===== src/design/sfe16_pkg.sv =====
`default_nettype none
package sfe16_pkg;

   localparam logic [7:0]  FRAME_MARK         = 8'h5A;
   localparam logic [7:0]  FRAME_OVERHEAD     = 8'd7;
   localparam logic [7:0]  SEG_MIN            = 8'd2;
   localparam logic [7:0]  SEG_MAX            = 8'd248;
   localparam logic [15:0] NODE_ID_RESET      = 16'd1;
   localparam logic [7:0]  SEGMENT_SIZE_RESET = 8'd200;

   localparam int CSR_INDEX_W = 1;
   localparam logic [CSR_INDEX_W-1:0] CSR_NODE_ID      = 1'b0;
   localparam logic [CSR_INDEX_W-1:0] CSR_SEGMENT_SIZE = 1'b1;

   typedef struct packed {
      logic        has_header;
      logic        has_data;
      logic        has_trailer;
      logic        has_extra;
      logic [7:0]  len_byte;
      logic [15:0] node_id;
      logic [7:0]  command;
      logic [7:0]  data;
      logic [7:0]  pkt;
      logic [15:0] sum;
      logic [15:0] xsum;
   } desc_type;

   typedef struct packed {
      logic [7:0] frame_byte;
      logic       frame_end;
      logic       item_last;
   } rsp_type;

   typedef enum logic [4:0] {
      SLOT_MARK1,
      SLOT_MARK2,
      SLOT_LEN,
      SLOT_NODE_HI,
      SLOT_NODE_LO,
      SLOT_CMD,
      SLOT_DATA,
      SLOT_PKT,
      SLOT_SUM_HI,
      SLOT_SUM_LO,
      SLOT_X_MARK1,
      SLOT_X_MARK2,
      SLOT_X_LEN,
      SLOT_X_NODE_HI,
      SLOT_X_NODE_LO,
      SLOT_X_CMD,
      SLOT_X_PKT,
      SLOT_X_SUM_HI,
      SLOT_X_SUM_LO
   } slot_type;

endpackage
`default_nettype wire


===== src/design/sfe16_fifo.sv =====
`default_nettype none
module sfe16_fifo #(
   parameter int WIDTH = 8,
   parameter int DEPTH = 2
) (
   input  wire logic             clock,
   input  wire logic             reset,
   input  wire logic             push,
   input  wire logic [WIDTH-1:0] wdata,
   input  wire logic             pop,
   output logic                  full,
   output logic                  empty,
   output logic [WIDTH-1:0]      rdata
);

   localparam int PTR_W = (DEPTH > 1) ? $clog2(DEPTH) : 1;
   localparam int CNT_W = $clog2(DEPTH + 1);

   logic [WIDTH-1:0] mem_ff [DEPTH];
   logic [PTR_W-1:0] wr_ptr_ff, wr_ptr_in;
   logic [PTR_W-1:0] rd_ptr_ff, rd_ptr_in;
   logic [CNT_W-1:0] count_ff, count_in;
   logic             do_push, do_pop;

   assign full    = (count_ff == CNT_W'(DEPTH));
   assign empty   = (count_ff == '0);
   assign rdata   = mem_ff[rd_ptr_ff];
   assign do_push = push && !full;
   assign do_pop  = pop && !empty;

   always_comb begin
      wr_ptr_in = wr_ptr_ff;
      rd_ptr_in = rd_ptr_ff;
      count_in  = count_ff;
      if (do_push) begin
         wr_ptr_in = (wr_ptr_ff == PTR_W'(DEPTH - 1)) ? '0 : wr_ptr_ff + 1'b1;
      end
      if (do_pop) begin
         rd_ptr_in = (rd_ptr_ff == PTR_W'(DEPTH - 1)) ? '0 : rd_ptr_ff + 1'b1;
      end
      case ({do_push, do_pop})
         2'b10:   count_in = count_ff + 1'b1;
         2'b01:   count_in = count_ff - 1'b1;
         default: count_in = count_ff;
      endcase
   end

   always_ff @(posedge clock) begin
      if (reset) begin
         wr_ptr_ff <= '0;
         rd_ptr_ff <= '0;
         count_ff  <= '0;
      end else begin
         wr_ptr_ff <= wr_ptr_in;
         rd_ptr_ff <= rd_ptr_in;
         count_ff  <= count_in;
      end
   end

   always_ff @(posedge clock) begin
      if (do_push) begin
         mem_ff[wr_ptr_ff] <= wdata;
      end
   end

endmodule
`default_nettype wire


===== src/design/sfe16_front.sv =====
`default_nettype none
module sfe16_front #(
   parameter int MAX_MESSAGE = 4095
) (
   input  wire logic                clock,
   input  wire logic                reset,
   input  wire logic [15:0]         node_id,
   input  wire logic [7:0]          segment_size,
   input  wire logic                req_push,
   input  wire logic [7:0]          req_payload_byte,
   input  wire logic [7:0]          req_command,
   input  wire logic [11:0]         req_message_length,
   input  wire logic                queue_full,
   output logic                     req_full,
   output logic                     desc_push,
   output sfe16_pkg::desc_type      desc
);

   localparam logic [16:0] MAX_LEN = 17'(MAX_MESSAGE);

   logic [11:0] mp_ff, mp_in;
   logic [7:0]  sp_ff, sp_in;
   logic [11:0] sn_ff, sn_in;
   logic [15:0] sum_ff, sum_in;
   logic [7:0]  cmd_ff, cmd_in;
   logic [11:0] len_ff, len_in;

   logic        accept, first, zero, split, hdr, frame_done, full_seg, msg_end;
   logic [7:0]  s, sp, cmd, count, len_byte, pkt, node_hi, node_lo;
   logic [11:0] len, len_clamped, sn, sn1, rem, mp1;
   logic [8:0]  sp1;
   logic [15:0] hdr_sum, base, data_sum, trailer_sum, xsum;

   assign req_full  = queue_full;
   assign accept    = req_push && !queue_full;
   assign desc_push = accept;
   assign node_hi   = node_id[15:8];
   assign node_lo   = node_id[7:0];

   always_comb begin
      if (segment_size < sfe16_pkg::SEG_MIN) begin
         s = sfe16_pkg::SEG_MIN;
      end else if (segment_size > sfe16_pkg::SEG_MAX) begin
         s = sfe16_pkg::SEG_MAX;
      end else begin
         s = segment_size;
      end

      len_clamped = ({5'b0, req_message_length} > MAX_LEN) ? MAX_LEN[11:0]
                                                          : req_message_length;
      first = (mp_ff == '0);
      len   = first ? len_clamped : len_ff;
      cmd   = first ? req_command : cmd_ff;
      sp    = first ? 8'd0 : sp_ff;
      sn    = first ? 12'd0 : sn_ff;
      zero  = first && (len == '0);
      split = (len > {4'b0, s});
      hdr   = (sp == '0);

      rem      = len - mp_ff;
      count    = (rem < {4'b0, s}) ? rem[7:0] : s;
      len_byte = count + sfe16_pkg::FRAME_OVERHEAD;
      hdr_sum  = 16'(len_byte) + 16'(node_hi) + 16'(node_lo) + 16'(cmd);
      xsum     = 16'(sfe16_pkg::FRAME_OVERHEAD) + 16'(node_hi) + 16'(node_lo) + 16'(cmd);
      base     = hdr ? hdr_sum : sum_ff;
      data_sum = base + 16'(req_payload_byte);

      sp1        = {1'b0, sp} + 9'd1;
      mp1        = mp_ff + 12'd1;
      sn1        = sn + 12'd1;
      msg_end    = (mp1 >= len);
      frame_done = (sp1 >= {1'b0, s}) || msg_end;
      full_seg   = split && (sp1 >= {1'b0, s});
      pkt        = (frame_done && full_seg) ? sn1[7:0] : 8'd0;
      trailer_sum = data_sum + 16'(pkt);
   end

   always_comb begin
      desc.has_header  = hdr;
      desc.has_data    = !zero;
      desc.has_trailer = zero || frame_done;
      desc.has_extra   = !zero && msg_end && frame_done && full_seg;
      desc.len_byte    = len_byte;
      desc.node_id     = node_id;
      desc.command     = cmd;
      desc.data        = req_payload_byte;
      desc.pkt         = zero ? 8'd0 : pkt;
      desc.sum         = zero ? hdr_sum : trailer_sum;
      desc.xsum        = xsum;
   end

   always_comb begin
      mp_in  = mp_ff;
      sp_in  = sp_ff;
      sn_in  = sn_ff;
      sum_in = sum_ff;
      cmd_in = cmd_ff;
      len_in = len_ff;
      if (accept) begin
         cmd_in = cmd;
         len_in = len;
         if (zero || msg_end) begin
            mp_in = '0;
            sp_in = '0;
            sn_in = '0;
         end else begin
            mp_in  = mp1;
            sp_in  = frame_done ? 8'd0 : sp1[7:0];
            sn_in  = (frame_done && full_seg) ? sn1 : sn;
            sum_in = data_sum;
         end
      end
   end

   always_ff @(posedge clock) begin
      if (reset) begin
         mp_ff  <= '0;
         sp_ff  <= '0;
         sn_ff  <= '0;
         sum_ff <= '0;
         cmd_ff <= '0;
         len_ff <= '0;
      end else begin
         mp_ff  <= mp_in;
         sp_ff  <= sp_in;
         sn_ff  <= sn_in;
         sum_ff <= sum_in;
         cmd_ff <= cmd_in;
         len_ff <= len_in;
      end
   end

endmodule
`default_nettype wire


===== src/design/sfe16_back.sv =====
`default_nettype none
module sfe16_back (
   input  wire logic                 clock,
   input  wire logic                 reset,
   input  wire logic                 desc_empty,
   input  wire sfe16_pkg::desc_type  desc,
   output logic                      desc_pop,
   input  wire logic                 rsp_full,
   output logic                      rsp_push,
   output sfe16_pkg::rsp_type        rsp
);

   sfe16_pkg::desc_type cur_ff, cur_in;
   sfe16_pkg::slot_type slot_ff, slot_in, slot_next;
   logic                valid_ff, valid_in;
   logic                last, emit, load;

   always_comb begin
      slot_next = slot_ff;
      case (slot_ff)
         sfe16_pkg::SLOT_MARK1:     slot_next = sfe16_pkg::SLOT_MARK2;
         sfe16_pkg::SLOT_MARK2:     slot_next = sfe16_pkg::SLOT_LEN;
         sfe16_pkg::SLOT_LEN:       slot_next = sfe16_pkg::SLOT_NODE_HI;
         sfe16_pkg::SLOT_NODE_HI:   slot_next = sfe16_pkg::SLOT_NODE_LO;
         sfe16_pkg::SLOT_NODE_LO:   slot_next = sfe16_pkg::SLOT_CMD;
         sfe16_pkg::SLOT_CMD:       slot_next = cur_ff.has_data ? sfe16_pkg::SLOT_DATA
                                                                : sfe16_pkg::SLOT_PKT;
         sfe16_pkg::SLOT_DATA:      slot_next = sfe16_pkg::SLOT_PKT;
         sfe16_pkg::SLOT_PKT:       slot_next = sfe16_pkg::SLOT_SUM_HI;
         sfe16_pkg::SLOT_SUM_HI:    slot_next = sfe16_pkg::SLOT_SUM_LO;
         sfe16_pkg::SLOT_SUM_LO:    slot_next = sfe16_pkg::SLOT_X_MARK1;
         sfe16_pkg::SLOT_X_MARK1:   slot_next = sfe16_pkg::SLOT_X_MARK2;
         sfe16_pkg::SLOT_X_MARK2:   slot_next = sfe16_pkg::SLOT_X_LEN;
         sfe16_pkg::SLOT_X_LEN:     slot_next = sfe16_pkg::SLOT_X_NODE_HI;
         sfe16_pkg::SLOT_X_NODE_HI: slot_next = sfe16_pkg::SLOT_X_NODE_LO;
         sfe16_pkg::SLOT_X_NODE_LO: slot_next = sfe16_pkg::SLOT_X_CMD;
         sfe16_pkg::SLOT_X_CMD:     slot_next = sfe16_pkg::SLOT_X_PKT;
         sfe16_pkg::SLOT_X_PKT:     slot_next = sfe16_pkg::SLOT_X_SUM_HI;
         sfe16_pkg::SLOT_X_SUM_HI:  slot_next = sfe16_pkg::SLOT_X_SUM_LO;
         default:                   slot_next = sfe16_pkg::SLOT_MARK1;
      endcase
   end

   always_comb begin
      rsp.frame_byte = sfe16_pkg::FRAME_MARK;
      rsp.frame_end  = 1'b0;
      case (slot_ff)
         sfe16_pkg::SLOT_MARK1,
         sfe16_pkg::SLOT_MARK2,
         sfe16_pkg::SLOT_X_MARK1,
         sfe16_pkg::SLOT_X_MARK2:   rsp.frame_byte = sfe16_pkg::FRAME_MARK;
         sfe16_pkg::SLOT_LEN:       rsp.frame_byte = cur_ff.len_byte;
         sfe16_pkg::SLOT_X_LEN:     rsp.frame_byte = sfe16_pkg::FRAME_OVERHEAD;
         sfe16_pkg::SLOT_NODE_HI,
         sfe16_pkg::SLOT_X_NODE_HI: rsp.frame_byte = cur_ff.node_id[15:8];
         sfe16_pkg::SLOT_NODE_LO,
         sfe16_pkg::SLOT_X_NODE_LO: rsp.frame_byte = cur_ff.node_id[7:0];
         sfe16_pkg::SLOT_CMD,
         sfe16_pkg::SLOT_X_CMD:     rsp.frame_byte = cur_ff.command;
         sfe16_pkg::SLOT_DATA:      rsp.frame_byte = cur_ff.data;
         sfe16_pkg::SLOT_PKT:       rsp.frame_byte = cur_ff.pkt;
         sfe16_pkg::SLOT_X_PKT:     rsp.frame_byte = 8'd0;
         sfe16_pkg::SLOT_SUM_HI:    rsp.frame_byte = cur_ff.sum[15:8];
         sfe16_pkg::SLOT_SUM_LO: begin
            rsp.frame_byte = cur_ff.sum[7:0];
            rsp.frame_end  = 1'b1;
         end
         sfe16_pkg::SLOT_X_SUM_HI:  rsp.frame_byte = cur_ff.xsum[15:8];
         sfe16_pkg::SLOT_X_SUM_LO: begin
            rsp.frame_byte = cur_ff.xsum[7:0];
            rsp.frame_end  = 1'b1;
         end
         default:                   rsp.frame_byte = sfe16_pkg::FRAME_MARK;
      endcase
      last = ((slot_ff == sfe16_pkg::SLOT_DATA) && !cur_ff.has_trailer) ||
             ((slot_ff == sfe16_pkg::SLOT_SUM_LO) && !cur_ff.has_extra) ||
             (slot_ff == sfe16_pkg::SLOT_X_SUM_LO);
      rsp.item_last = last;
   end

   assign emit     = valid_ff && !rsp_full;
   assign rsp_push = emit;
   assign load     = !desc_empty && (!valid_ff || (emit && last));
   assign desc_pop = load;

   always_comb begin
      cur_in   = cur_ff;
      slot_in  = slot_ff;
      valid_in = valid_ff;
      if (load) begin
         cur_in   = desc;
         slot_in  = desc.has_header ? sfe16_pkg::SLOT_MARK1 : sfe16_pkg::SLOT_DATA;
         valid_in = 1'b1;
      end else if (emit && last) begin
         valid_in = 1'b0;
      end else if (emit) begin
         slot_in = slot_next;
      end
   end

   always_ff @(posedge clock) begin
      if (reset) begin
         valid_ff <= 1'b0;
         slot_ff  <= sfe16_pkg::SLOT_MARK1;
      end else begin
         valid_ff <= valid_in;
         slot_ff  <= slot_in;
      end
   end

   always_ff @(posedge clock) begin
      cur_ff <= cur_in;
   end

endmodule
`default_nettype wire


===== src/design/segmenting_frame_encoder_sum16.sv =====
// Segmenting frame encoder. Payload bytes of a message enter on the req_ queue port, one
// beat per byte, each carrying the message command and total length (read on the first
// beat of a message). A zero-length message takes one beat and yields one empty frame.
// Encoded frame bytes leave on the rsp_ queue port, oldest first, flagged with frame_end
// on the low checksum byte and item_last on the last byte caused by an input beat.
// The front stage classifies each beat combinationally and queues a short descriptor; the
// back stage turns a descriptor into 1 to 13 output bytes at one byte per cycle while the
// output queue has room, so a payload byte in the middle of a frame costs one output byte;
// a byte that opens or closes a frame adds its 6 header or 3 trailer bytes, and the final
// byte of a split message that ends on a full segment adds a 9-byte empty frame. The back
// stage's byte rate is what sets throughput; the descriptor queue lets the front run ahead
// by DESC_DEPTH beats. When idle, a beat's first result byte passes the descriptor queue,
// the back stage's descriptor register and the output queue before it is on the rsp_ ports.
// Synchronous reset empties both queues and clears the message state; node_id returns
// to 1 and segment_size to 200. The csr_ port is always ready and should be written only
// while the block is idle. When the receiver stops popping, the output queue fills, the
// back stage holds, then the descriptor queue fills and req_full rises.
`default_nettype none
module segmenting_frame_encoder_sum16 #(
   parameter int MAX_MESSAGE = 4095,
   parameter int DESC_DEPTH  = 4,
   parameter int RSP_DEPTH   = 2
) (
   input  wire logic                               clock,
   input  wire logic                               reset,
   input  wire logic                               req_push,
   output logic                                    req_full,
   input  wire logic [7:0]                         req_payload_byte,
   input  wire logic [7:0]                         req_command,
   input  wire logic [11:0]                        req_message_length,
   output logic                                    rsp_empty,
   input  wire logic                               rsp_pop,
   output logic [7:0]                              rsp_frame_byte,
   output logic                                    rsp_frame_end,
   output logic                                    rsp_item_last,
   input  wire logic                               csr_valid,
   output logic                                    csr_ready,
   input  wire logic [sfe16_pkg::CSR_INDEX_W-1:0]  csr_index,
   input  wire logic [15:0]                        csr_wdata
);

   localparam int DESC_W = $bits(sfe16_pkg::desc_type);
   localparam int RSP_W  = $bits(sfe16_pkg::rsp_type);

   logic [15:0]         node_id_ff;
   logic [7:0]          seg_size_ff;
   logic                dq_full, dq_empty, dq_push, dq_pop;
   logic                rq_full, rq_push;
   sfe16_pkg::desc_type dq_wdata, dq_rdata;
   sfe16_pkg::rsp_type  rq_wdata, rq_rdata;

   assign csr_ready = 1'b1;

   always_ff @(posedge clock) begin
      if (reset) begin
         node_id_ff  <= sfe16_pkg::NODE_ID_RESET;
         seg_size_ff <= sfe16_pkg::SEGMENT_SIZE_RESET;
      end else if (csr_valid) begin
         case (csr_index)
            sfe16_pkg::CSR_NODE_ID:      node_id_ff  <= csr_wdata;
            sfe16_pkg::CSR_SEGMENT_SIZE: seg_size_ff <= csr_wdata[7:0];
            default: begin
            end
         endcase
      end
   end

   sfe16_front #(
      .MAX_MESSAGE(MAX_MESSAGE)
   ) u_front (
      .clock              (clock),
      .reset              (reset),
      .node_id            (node_id_ff),
      .segment_size       (seg_size_ff),
      .req_push           (req_push),
      .req_payload_byte   (req_payload_byte),
      .req_command        (req_command),
      .req_message_length (req_message_length),
      .queue_full         (dq_full),
      .req_full           (req_full),
      .desc_push          (dq_push),
      .desc               (dq_wdata)
   );

   sfe16_fifo #(
      .WIDTH(DESC_W),
      .DEPTH(DESC_DEPTH)
   ) u_desc_q (
      .clock (clock),
      .reset (reset),
      .push  (dq_push),
      .wdata (dq_wdata),
      .pop   (dq_pop),
      .full  (dq_full),
      .empty (dq_empty),
      .rdata (dq_rdata)
   );

   sfe16_back u_back (
      .clock      (clock),
      .reset      (reset),
      .desc_empty (dq_empty),
      .desc       (dq_rdata),
      .desc_pop   (dq_pop),
      .rsp_full   (rq_full),
      .rsp_push   (rq_push),
      .rsp        (rq_wdata)
   );

   sfe16_fifo #(
      .WIDTH(RSP_W),
      .DEPTH(RSP_DEPTH)
   ) u_rsp_q (
      .clock (clock),
      .reset (reset),
      .push  (rq_push),
      .wdata (rq_wdata),
      .pop   (rsp_pop),
      .full  (rq_full),
      .empty (rsp_empty),
      .rdata (rq_rdata)
   );

   assign rsp_frame_byte = rq_rdata.frame_byte;
   assign rsp_frame_end  = rq_rdata.frame_end;
   assign rsp_item_last  = rq_rdata.item_last;

endmodule
`default_nettype wire


===== config.mk =====
export PLATFORM = sky130hd
export DESIGN_NAME = segmenting_frame_encoder_sum16
export DESIGN_NICKNAME = d
export VERILOG_FILES = /design/src/design/sfe16_pkg.sv /design/src/design/sfe16_fifo.sv /design/src/design/sfe16_front.sv /design/src/design/sfe16_back.sv /design/src/design/segmenting_frame_encoder_sum16.sv
export SDC_FILE = /design/constraint.sdc
export NUM_CORES = 1
export LEC_CHECK = 0
export ABC_AREA = 0
export BUFFER_PORTS_ARGS = -buffer_cell sky130_fd_sc_hd__buf_2
export CORE_MARGIN = 2
export CORE_UTILIZATION = 60
export DETAILED_ROUTE_END_ITERATION = 6
export HOLD_SLACK_MARGIN = 0.05
export PLACE_DENSITY = 0.77
export SYNTH_ARGS = -nofsm -noshare
export SYNTH_HDL_FRONTEND = slang
export SYNTH_SLANG_ARGS = --single-unit

===== constraint.sdc =====
create_clock -name clock -period 16.4 [get_ports clock]
set_input_delay 4.1 -clock clock [delete_from_list [all_inputs] [get_ports clock]]
set_output_delay 4.1 -clock clock [all_outputs]
set_load 0.01 [all_outputs]

# Yosys cells after proc, flatten, opt, wreduce, memory -nomap -nowiden
# Memories as Yosys holds them, arrays and structs flattened. A register that Yosys moved wholly into a read port is not among the register bits.
# Index checks and enable logic that the tools add are counted.
# word_totals
output_inout_bits	13
in_bits	50
mem_bits_rw	356
romBits	0
ff_bits	192
mem_count	2
word_cells	172
latchBits	0
# memory_table
name	depth	width	read_ports	rd_ports_with_merged_regs	write_ports	line	rtl
u_desc_q.mem_ff	4	84	1	1	1	sfe16_fifo.sv:19	logic [WIDTH-1:0] mem_ff [DEPTH];
u_rsp_q.mem_ff	2	10	1	1	1	sfe16_fifo.sv:19	
# classes
mul	0
n_div	0
n_bitwise	2
reduce_logical	48
n_eq_ne	27
shifts	0
order_cmp	6
n_mux	40
n_addsub	21
# op_table
op	count
adder 16 x 8 -> 16 bit	6
case mux 8 bit (12 select lines)	1
case mux 5 bit (18 select lines)	1
two-way mux 8 bit	9
two-way mux 12 bit	5
equality test 5 x 4 -> 1 bit (second input constant)	8
two-way mux 16 bit	2
adder 12 x 1 -> 12 bit (second input constant)	2
logical NOT 12 bit	2
equality test 5 x 3 -> 1 bit (second input constant)	4
logical AND 1 bit	16
equality test 5 bit (second input constant)	3
two-way mux 5 bit	3
>= comparator 12 bit	1
greater-than comparator 12 x 8 -> 1 bit	1
< comparator 12 x 8 -> 1 bit	1
two-way mux 1 bit	12
subtractor 12 bit	1
equality test 2 bit (second input constant)	5
equality test 5 x 2 -> 1 bit (second input constant)	2
adder 3 x 8 -> 9 bit (first input constant)	1
adder 8 x 1 -> 9 bit (second input constant)	1
adder 8 x 8 -> 9 bit	1
>= comparator 9 x 8 -> 1 bit	1
26 further kinds	55

# Longest topological paths before layout
# Gate-level depths: netlist of run 1.
# depth
ltp_word	13
depth_mapped	51
depth_no_buf	47

# Hierarchy
# A second synthesis of run 1 with hierarchy kept.
# hier_totals
cells_unflattened	1838
hier_area_um2	25710.9
# by_module_without_submodules
module	seq_area_each_um2	cells_each	n_inst	area_per_inst_um2
sfe16_fifo at u_desc_q	10269.8	492	1	12608.3
sfe16_front	1281.2	951	1	7449.6
sfe16_back	2612.5	237	1	3613.5
segmenting_frame_encoder_sum16	480.5	101	1	1097.3
sfe16_fifo at u_rsp_q	700.7	57	1	942.2

# Worst setup path before layout of run 1
# No wires, ideal clock.
# synth_path
kind	input -> register
start	input req_message_length[0]
end	memory u_desc_q.mem_ff[0][29] in the netlist's numbering (data pin)
stages	42
path_buffers	2
setup_time_ns	0.180
arrival_time_ns	12.987
setup_slack_ns	3.233
required_ns	16.220
path_cell_list	mux2i_1 -> ha_1 -> inv_1 -> fa_1 -> a21o_1 -> a21oi_1 -> xnor2_1 -> ha_1 -> o21ai_0 -> nor2_1 -> or3_1 -> a31oi_1 -> nand4_1 -> or4_1 -> buf_2 -> clkbuf_1 -> a21oi_1 -> ha_1 -> (+6 left out) -> o21ai_0 -> xor2_1 -> fa_1 -> ha_1 -> a21oi_1 -> o22ai_1 -> nor2_1 -> xor2_1 -> o21ai_0 -> ha_1 -> nor2_1 -> a21oi_1 -> and2_1 -> and3_1 -> a221o_1 -> or4_1 -> or3_1 -> a21oi_1
# synth_rtl
element	line	rtl
from (decl)	segmenting_frame_encoder_sum16.sv:30	input wire logic [11:0] req_message_length,
to (decl)	sfe16_fifo.sv:19	

==> metrics.csv, run 1 <==
stage,metric,value,unit
clock_network,cts_tree,yes,
timing,fin_skew,0.0220,ns
layout,drive_gt1_share,14.0,%
critical_path,crit_path_max_fanout,16,
timing,fin_tns_setup,0,ns
clock_network,h-tree-depth,2,
synth,yosysMostFrequentCell,edfxtp_1,
critical_path,cp-start-kind,primary input,
synth,synth_area_per_cell,13.0,um^2
worst_hold_path,hold_path.class,register to register,
timing,slew_violations,0,
synth,ys_seq_area_share,59.5,%
global_route,track_usage,27.6,%
clock_network,cts_resized,0,
clock_network,post_cts_buffers,0,
synth,yosysTopAreaCellShare,50.6,%
critical_path,crit_arrival,14.42,ns
synth,synthCells,1861,
synth,synth_common_cells,"edfxtp_1, nand2_1, nor2_1",
critical_path,worstSetupPathType,primary input to register,
critical_path,r2r_cells,43,
critical_path,timing.rr.start,u_front.mp_ff[1],
synth,yosysWarnings,0,
synth,syn_area,24300,um^2
synth,synth-main-ff-cell,edfxtp_1,
timing,hold_viol_final,0,
outcome,status,"finished, final reports clean",
route,drc_errors,0,
route,num_vias,15500,
clock_network,clk_latency,0.61,ns
timing,max_freq,0.0714,GHz
timing,slew_headroom,21.1,%
pwr,leakage,0.00980,uW
place,gpl.final_weighted_congestion,0.906,
route,routed_wl,56200,um
layout,fin_area,26900,um^2
clock_network,clockRootBuffer,clkbuf_16,
floorplan,die_h,205,um
floorplan,coreArea,39800,um^2
critical_path,slowest_stage,or4_1,
floorplan,start_util,60.9,%
timing,period_minus_slack,14.01,ns
route,vias_per_cell,6.24,
clock_network,cts.sinks,517,
global_route,grt_overflow,0,
timing,setup_viol,0,
place,portBuffers,61,
critical_path,ff2ff_setup_slack,4.04,ns
floorplan,die_area,42100,um^2
floorplan,core.rowCount,73,
critical_path,critPathLaunch,req_message_length[0],
synth,synth-seq-cells,517,
clock_network,clockBufferDepth,3,
global_route,grt_pass1_wl,87000,um
pwr,ir_drop,0.136,mV
synth,yosys.area.top_type,edfxtp_1,
layout,areaGrowthSynthToFinish,10.6,%
clock_network,cts_buffers,52,
pwr,p_per_area,209,nW/um^2
timing,rsz0062_at_grt,false,
critical_path,slowest_delay,0.78,ns
layout,nets,2094,
layout,postLayoutCoreUtil,67.4,%
clock_network,path_clk_slew,0.07,ns
floorplan,boundaryPins,63,
route,final_antenna_net_count,0,
place,dpl.cell_count,2389,
place,placed_cell_area,25100,um^2
route,routedWlPerCell,22.6,um
layout,finalNonFillerCells,2488,
synth,async_reset_ff_share,0,%
critical_path,reg2reg_to,u_desc_q.mem_ff[3][29],
synth,ys_top_cells_by_area,"edfxtp_1, dfxtp_1, mux4_2, ha_1, nand2_1",
critical_path,endpoint,u_desc_q.mem_ff[3][29],
global_route,antenna_found_initial,3,
synth,synth-edff-count,409,
floorplan,die_w,205,um
timing,tightest_slew,1.17,ns
global_route,grt_pass1_vias,15300,
synth,synth_fp_nets,2037,
flow_run,maxCapViolCount,0,
synth,synth_cell_types,70,
place,place_hpwl,37300,um
timing,finalCritPeriodShare,85.4,%
global_route,grt_max_degree,73,
critical_path,required,16.81,ns
critical_path,cp_common_cell,ha_1,
route,drt_iter0_drc,1472,
critical_path,worst_setup_path_end_kind,register,
route,firstDrtPassIters,5,
clock_network,cts_hold_buf,0,
final cells by class:
type	count	area, um^2
Inverter	101	379
Antenna cell	1	2.50
Fill cell	2767	13000
Sequential cell	517	14500
Clock buffer	60	1350
Timing Repair Buffer	79	443
Clock inverter	38	395
Multi-Input combinational cell	1167	9180
Tap cell	525	657
worst max-delay path, delay by kind of cell:
kind                     cells  cell delay, ns
AND/OR/NAND/NOR             11            2.71
multiplexers                 1            0.29
adder cells (fa/ha/maj)      8            2.78
XOR/XNOR                     5            1.43
AO/OA/AOI/OAI               11            2.76
buffers and inverters        3            0.31
power breakdown:
part	leakage (uW)	internal, uW	total [uW]	switching, uW
clock	0.000846	694	1210	512
sequential	0.00468	1960	2110	152
combinational	0.00428	860	2300	1440
cells in the final DEF (no fill, tap or decap), drive strengths merged, types with 23 or more instances in the layout:
cell / n
clkbuf: 60
xnor2: 57
clkinv: 23
inv: 104
a21o: 26
dfxtp: 108
nand3: 41
mux2i: 33
o21ai: 57
buf: 79
edfxtp: 409
ha: 103
nor2: 141
mux4: 78
a211oi: 32
xor2: 30
a21oi: 115
nand2: 180
fa: 23
through the flow:
| step | worst slack (ns) | hold slack (ns) | power (uW) |
|---|---|---|---|
| after global placement | 2.24 | 0.442 | 4310 |
| after floorplan | 3.23 | 0.437 | 3740 |
| after detailed placement | 1.89 | 0.450 | 4390 |
| after CTS | 2.50 | 0.460 | 5630 |
| final | 2.39 | 0.463 | 5620 |
| after global routing | 1.60 | 0.481 | 5950 |
registers in the layout, summed over array words and instances (netlist names), named ones only:
register	count
node_id_ff	16
u_desc_q.wr_ptr_ff	2
seg_size_ff	8
u_front.sum_ff	16
u_back.slot_ff	5
u_back.valid_ff	1
u_rsp_q.rd_ptr_ff	1
u_desc_q.count_ff	3
u_front.mp_ff	12
u_back.cur_ff	77
u_desc_q.rd_ptr_ff	2
u_front.cmd_ff	8
u_front.len_ff	12
u_rsp_q.count_ff	2
u_desc_q.mem_ff	312
u_front.sp_ff	8
u_rsp_q.wr_ptr_ff	1
u_front.sn_ff	8
u_rsp_q.mem_ff	20
cell families after synthesis:
| kind of cell | after synthesis | share of synthesized area (%) |
|---|---|---|
| other | 1 | 0.0154 |
| AOI/OAI and AO/OA | 333 | 8.76 |
| muxes | 126 | 9.29 |
| xor gates and xnor gates | 87 | 3.14 |
| buffers and inverters | 177 | 2.81 |
| and+or+nand+nor | 494 | 9.27 |
| DFF | 517 | 59.5 |
| adders and majority gates | 126 | 7.21 |
worst min path at each step:
stage | end | slack (ns) | cells past startpoint | from
2_1_floorplan | u_front.sum_ff[0] | 0.44 | 2 | u_front.sum_ff[0]
3_3_place_gp | u_front.sum_ff[0] | 0.44 | 2 | u_front.sum_ff[0]
3_5_place_dp | u_front.sum_ff[7] | 0.45 | 2 | u_front.sum_ff[7]
4_1_cts | u_front.sum_ff[7] | 0.46 | 2 | u_front.sum_ff[7]
5_1_grt | u_front.sum_ff[0] | 0.48 | 2 | u_front.sum_ff[0]
6_report | u_front.sum_ff[6] | 0.46 | 2 | u_front.sum_ff[6]
routing by layer:
metal / vias to the layer above / global-route usage [%] / routed length, um
met5: - / 0 / 0
met4: 0 / 10.4 / 1640
met3: 112 / 3.71 / 3900
met2: 646 / 46.5 / 28100
met1: 7693 / 36.8 / 22600
li1: 7065 / - / -
No activity file was read; power rests on OpenSTA's default activity.
==> run 2: changes to the inputs <==
--- a/config.mk
+++ b/config.mk
@@ -14,4 +14,5 @@
 export PLACE_DENSITY = 0.77
 export SYNTH_ARGS = -nofsm -noshare
 export SYNTH_HDL_FRONTEND = slang
+export SYNTH_HIERARCHICAL = 1
 export SYNTH_SLANG_ARGS = --single-unit
==> metrics.csv, run 2 <==
stage,metric,value,unit,change
outcome,status,"finished, final reports clean",,
critical_path,cp-start-kind,primary input,,
layout,finalNonFillerCells,2451,,-1.5%
place,place_hpwl,37600,um,+0.97%
flow_run,maxCapViolCount,0,,unchanged
clock_network,post_cts_buffers,0,,unchanged
layout,postLayoutCoreUtil,66.4,%,-0.99 points
clock_network,cts_tree,yes,,
critical_path,worstSetupPathType,primary input to register,,
global_route,grt_pass1_vias,15600,,+2.6%
route,num_vias,15500,,-0.052%
synth,synth_area_per_cell,14.0,um^2,+7.3%
timing,tightest_slew,1.04,ns,-0.131 ns
place,portBuffers,61,,unchanged
timing,setup_viol,0,,unchanged
floorplan,die_area,44500,um^2,+5.8%
timing,slew_violations,0,,unchanged
route,vias_per_cell,6.33,,+1.5%
global_route,grt_max_degree,85,,+16%
clock_network,path_clk_slew,0.06,ns,about the same
clock_network,cts_resized,0,,unchanged
floorplan,die_h,211,um,+2.9%
route,firstDrtPassIters,6,,+1
critical_path,slowest_delay,0.82,ns,+0.04 ns
layout,drive_gt1_share,16.4,%,+2.4 points
floorplan,coreArea,42100,um^2,+5.8%
layout,areaGrowthSynthToFinish,8.90,%,
global_route,grt_overflow,0,,unchanged
worst_hold_path,hold_path.class,register to register,,
route,drc_errors,0,,unchanged
floorplan,die_w,211,um,+2.9%
critical_path,crit_arrival,13.55,ns,-0.87 ns
timing,rsz0062_at_grt,false,,
critical_path,worst_setup_path_end_kind,register,,
synth,synth_common_cells,"edfxtp_1, nor2_1, dfxtp_1",,
global_route,track_usage,26.5,%,-1.1 points
global_route,antenna_found_initial,0,,-3
global_route,grt_pass1_wl,88800,um,+2.1%
place,gpl.final_weighted_congestion,0.896,,-1.1%
synth,syn_area,25700,um^2,+5.9%
synth,yosysTopAreaCellShare,51.3,%,+0.67 points
route,drt_iter0_drc,1619,,+10%
timing,slew_headroom,30.1,%,+9.0 points
timing,max_freq,0.0757,GHz,+6.1%
synth,yosysMostFrequentCell,edfxtp_1,,
pwr,leakage,0.0100,uW,+2.0%
layout,top_register,u_desc_q/mem_ff,,
floorplan,start_util,61.0,%,+0.072 points
layout,nets,2042,,-2.5%
timing,finalCritPeriodShare,80.5,%,-4.9 points
synth,ys_seq_area_share,59.7,%,+0.17 points
critical_path,cp_common_cell,ha_1,,
layout,top_regs,"u_desc_q/mem_ff (336), u_back/cur_ff (83), u_rsp_q/mem_ff (20)",,
route,routed_wl,57300,um,+2.0%
clock_network,cts_buffers,54,,+3.8%
synth,synth-main-ff-cell,edfxtp_1,,
clock_network,clk_latency,0.61,ns,about the same
layout,final_common_cell,edfxtp_1,,
timing,fin_skew,0.0175,ns,-0.00442 ns
synth,ys_top_cells_by_area,"edfxtp_1, dfxtp_1, mux4_2, ha_1, nor2_1",,
layout,largest_reg_flops,336,,+7.7%
critical_path,slowest_stage,o41ai_2,,
synth,synth-edff-count,439,,+7.3%
place,dpl.cell_count,2350,,-1.6%
clock_network,cts.sinks,547,,+5.8%
place,placed_cell_area,26200,um^2,+4.3%
clock_network,clockRootBuffer,clkbuf_16,,
critical_path,required,16.74,ns,-0.07 ns
timing,hold_viol_final,0,,unchanged
synth,synth_cell_types,100,,+43%
synth,synth-seq-cells,547,,+5.8%
clock_network,cts_hold_buf,0,,unchanged
synth,async_reset_ff_share,0,%,unchanged
route,routedWlPerCell,23.4,um,+3.5%
route,final_antenna_net_count,0,,unchanged
floorplan,boundaryPins,63,,unchanged
pwr,ir_drop,0.142,mV,+3.9%
timing,fin_tns_setup,0,ns,unchanged
floorplan,core.rowCount,75,,+2.7%
pwr,p_per_area,191,nW/um^2,-8.6%
synth,synthCells,1838,,-1.2%
synth,yosysWarnings,6,,+6
timing,period_minus_slack,13.21,ns,-0.800 ns
layout,fin_area,28000,um^2,+4.3%
critical_path,crit_path_max_fanout,15,,-1
layout,final_cell_mix,"edfxtp_1, nor2_1, dfxtp_1",,
synth,yosys.area.top_type,edfxtp_1,,
clock_network,clockBufferDepth,3,,unchanged
clock_network,h-tree-depth,2,,unchanged
layout,diodes,0,,-1
-- run 2: changes by cell type after synthesis, sizes merged, moves of 12 or more --
cell     before  now
a211oi       32   20
a21oi       115   82
a22oi        14   37
buf          22   74
clkbuf       54   32
edfxtp      409  439
inv         100   84
nand2       180   87
nand2b       10   37
nand4bb       0   12
nor2        141  128
-- run 2: kinds of logic (layout without fill, tap and decap cells) --
logic type      count (synthesis)  count (layout)  synth area share, %
other cells                     2               7               0.0292
fa+ha+maj                     125             125                 6.75
simple gates                  452             452                 9.47
buf+inv                       190             259                 3.77
compound gates                317             317                 8.51
mux                           131             131                 9.25
xor+xnor                       74              74                 2.55
flops                         547             547                 59.7
-- run 2: path summary, 6_finish.rpt --
check	slack [ns]	from	cells after the start	endpoint
max	3.19	req_message_length[1]	35	u_desc_q/mem_ff[3][31]
min	0.46	u_front/sn_ff[0]	2	u_front/sn_ff[0]
max reg2reg	5.21	u_front/mp_ff[1]	39	u_desc_q/mem_ff[3][31]
min reg2reg	0.46	u_front/sn_ff[0]	2	u_front/sn_ff[0]
-- run 2: final cells by class --
| class | count | area, um^2 |
|---|---|---|
| Inverter | 84 | 315 |
| Sequential cell | 547 | 15400 |
| Timing Repair Buffer | 74 | 405 |
| Multi-Input combinational cell | 1106 | 9430 |
| Clock buffer | 63 | 1450 |
| Tap cell | 539 | 674 |
| Clock inverter | 38 | 370 |
| Fill cell | 2887 | 14100 |
-- run 2: stage by stage --
stage | total power, uW | setup slack, ns | hold WS (ns)
CTS | 5360 | 3.33 | 0.471
global placement | 4000 | 3.15 | 0.454
global route | 5620 | 2.14 | 0.508
detailed placement | 4090 | 2.74 | 0.462
floorplan | 3560 | 4.25 | 0.441
finish | 5360 | 3.19 | 0.464
-- run 2: critical path, delay by kind of cell --
family                   cells  cell delay [ns]
multiplexers                 1             0.37
AO/OA/AOI/OAI               15             4.72
AND/OR/NAND/NOR              8             1.49
buffers and inverters        2             0.24
adder cells (fa/ha/maj)      6             2.06
XOR/XNOR                     3             0.56
-- run 2: power by group --
part	switching, uW	internal [uW]
clock network	537	715
logic	1180	742
registers	155	2030
-- run 2: layer usage --
layer  wire length, um  vias to the layer above  share of wire, %  GRT usage (%)
met5                 0                        -                 0              0
met4              2280                        0               4.0           11.2
met3              3910                      126               6.8           4.56
met2             28200                      651                49           44.0
met1             23000                     7709                40           34.8
li1                  -                     7022                 -              -
==> run 3: changes to the inputs <==
--- a/config.mk
+++ b/config.mk
@@ -8,7 +8,7 @@
 export ABC_AREA = 0
 export BUFFER_PORTS_ARGS = -buffer_cell sky130_fd_sc_hd__buf_2
 export CORE_MARGIN = 2
-export CORE_UTILIZATION = 60
+export CORE_UTILIZATION = 57
 export DETAILED_ROUTE_END_ITERATION = 6
 export HOLD_SLACK_MARGIN = 0.05
 export PLACE_DENSITY = 0.77
==> constraint.sdc (replaced) <==
create_clock -name clock -period 11.4 [get_ports clock]
set_input_delay 2.85 -clock clock [delete_from_list [all_inputs] [get_ports clock]]
set_output_delay 2.85 -clock clock [all_outputs]
set_load 0.01 [all_outputs]
==> metrics.csv, run 3 (synthesized netlist as in run 2, its figures left out) <==
stage,metric,value,unit,change
outcome,status,"finished, final reports clean",,
route,firstDrtPassIters,7,,+1
timing,rsz0062_at_grt,true,,
layout,nFillCells,3148,,+9.0%
layout,final_common_cell,edfxtp_1,,
clock_network,clk_latency,0.63,ns,+0.02 ns
clock_network,path_clk_slew,0.06,ns,about the same
timing,period_minus_slack,10.76,ns,
place,placed_cell_area,26300,um^2,+0.51%
critical_path,worstSetupPathType,primary input to register,,
clock_network,cts_buffers,53,,-1.9%
timing,finalCritPeriodShare,94.4,%,
global_route,grt_overflow,0,,unchanged
layout,top_register,u_desc_q/mem_ff,,
critical_path,timing.rr.start,u_front/mp_ff[0],,
worst_hold_path,hold_start,u_front/sn_ff[1],,
clock_network,clockBufferDepth,3,,unchanged
layout,diodes,0,,unchanged
route,drc_errors,0,,unchanged
layout,areaGrowthSynthToFinish,9.23,%,
clock_network,h-tree-depth,2,,unchanged
route,vias_per_cell,6.14,,-2.9%
layout,final_cell_mix,"edfxtp_1, nor2_1, dfxtp_1",,
route,routed_wl,57500,um,+0.31%
timing,tightest_slew,1.06,ns,+0.0124 ns
clock_network,clockRootBuffer,clkbuf_16,,
critical_path,crit_path_max_fanout,6,,-9
timing,fin_skew,0.0353,ns,+0.0178 ns
floorplan,die_h,216,um,+2.5%
critical_path,slowest_stage,fa_1,,
floorplan,die_area,46800,um^2,+5.2%
place,gpl.final_weighted_congestion,0.875,,-2.4%
floorplan,coreArea,44400,um^2,+5.4%
global_route,antenna_found_initial,2,,+2
layout,multi_input_area,9480,um^2,+0.52%
clock_network,cts.sinks,547,,unchanged
critical_path,worst_setup_path_end_kind,register,,
layout,seqCellArea,15400,um^2,unchanged
route,final_antenna_net_count,0,,unchanged
critical_path,cp-start-kind,primary input,,
route,num_vias,15400,,-0.57%
critical_path,critPathLaunch,req_message_length[1],,
timing,max_freq,0.0930,GHz,
critical_path,required,11.79,ns,-4.95 ns
worst_hold_path,hold_path.class,register to register,,
floorplan,boundaryPins,63,,unchanged
place,dpl.cell_count,2412,,+2.6%
route,routedWlPerCell,22.9,um,-2.1%
clock_network,cts_hold_buf,0,,unchanged
place,portBuffers,61,,unchanged
place,place_hpwl,38500,um,+2.2%
layout,drive_gt1_share,16.6,%,+0.20 points
pwr,p_per_area,274,nW/um^2,+43%
timing,setup_viol,0,,unchanged
global_route,grt_max_degree,90,,+5.9%
layout,largest_reg_flops,336,,unchanged
pwr,leakage,0.0100,uW,+0.17%
floorplan,start_util,57.9,%,-3.1 points
pwr,ir_drop,0.216,mV,+53%
floorplan,die_w,216,um,+2.5%
critical_path,slowest_delay,0.52,ns,-0.30 ns
critical_path,cp_common_cell,ha_1,,
timing,hold_viol_final,0,,unchanged
flow_run,maxCapViolCount,0,,unchanged
global_route,grt_pass1_vias,15500,,-1.2%
critical_path,crit_arrival,11.15,ns,-2.40 ns
layout,nets,2050,,+0.39%
floorplan,core.rowCount,77,,+2.7%
layout,top_regs,"u_desc_q/mem_ff (336), u_back/cur_ff (83), u_rsp_q/mem_ff (20)",,
global_route,track_usage,24.9,%,-1.5 points
layout,fin_area,28100,um^2,+0.30%
layout,finalNonFillerCells,2511,,+2.4%
global_route,grt_pass1_wl,88300,um,-0.62%
timing,slew_violations,0,,unchanged
route,drt_iter0_drc,1543,,-4.7%
timing,slew_headroom,29.3,%,-0.83 points
clock_network,cts_tree,yes,,
## run 3: cell types whose count changed in the layout (fill, tap and decap cells not counted), moves of 3 or more
cell        before  now
clkinvlp_4       6    0
a21oi_1         82   78
clkbuf_1         4   17
clkbuf_8         4    1
clkinv_1        12    8
a21oi_2          0    4
buf_4           14   23
## run 3: worst max-delay path: cells and delay by family
kind                       cells  cell delay [ns]
muxes                          1             0.20
xor gates and xnor gates       4             1.27
buffers and inverters          2             0.22
and+or+nand+nor                6             0.94
AOI/OAI and AO/OA             14             3.27
adders and majority gates      7             2.40
## run 3: path summary, 6_finish.rpt
kind | endpoint | slack (ns) | depth (start not counted)
worst max-delay path | u_desc_q/mem_ff[0][29] | 0.64 | 34
worst min register to register | u_front/sn_ff[1] | 0.49 | 2
worst min-delay path | u_front/sn_ff[1] | 0.49 | 2
worst max register to register | u_desc_q/mem_ff[0][29] | 1.04 | 37
## run 3: timing repair
action	4_1_cts	5_1_grt
setup endpoints to repair	0	36
gates resized for setup	0	10
setup buffers	0	0
## run 3: power by group
part,switching (uW),internal (uW),leakage (uW)
combinational,1740,1100,0.00422
clock,750,979,0.000838
sequential,220,2920,0.00495
## run 3: metal layers
| metal | vias to the layer above | GRT usage (%) | wire length (um) |
|---|---|---|---|
| li1 | 7032 | - | - |
| met1 | 7664 | 32.4 | 22900 |
| met2 | 592 | 41.4 | 28000 |
| met3 | 132 | 4.69 | 4180 |
| met4 | 0 | 10.5 | 2400 |
| met5 | - | 0 | 0 |
## run 3: metrics by stage
step	total power, uW	worst slack (ns)	hold slack (ns)	util, %	setup TNS [ns]
3_3_place_gp	5800	0.105	0.457	59.3	0
4_1_cts	7660	0.480	0.486	63.1	0
6_report	7710	0.644	0.491	63.2	0
3_5_place_dp	5910	-0.123	0.477	59.3	-0.959
2_1_floorplan	5130	0.504	0.441	-	0
5_1_grt	8110	-0.0573	0.514	63.2	-0.452
## run 3: cell type report
type | instances | share of cell area (%)
Multi-Input combinational cell | 1106 | 33.8
Sequential cell | 547 | 54.7
Tap cell | 592 | 2.64
Clock inverter | 27 | 1.03
Clock buffer | 72 | 5.09
Timing Repair Buffer | 83 | 1.68
Inverter | 84 | 1.12
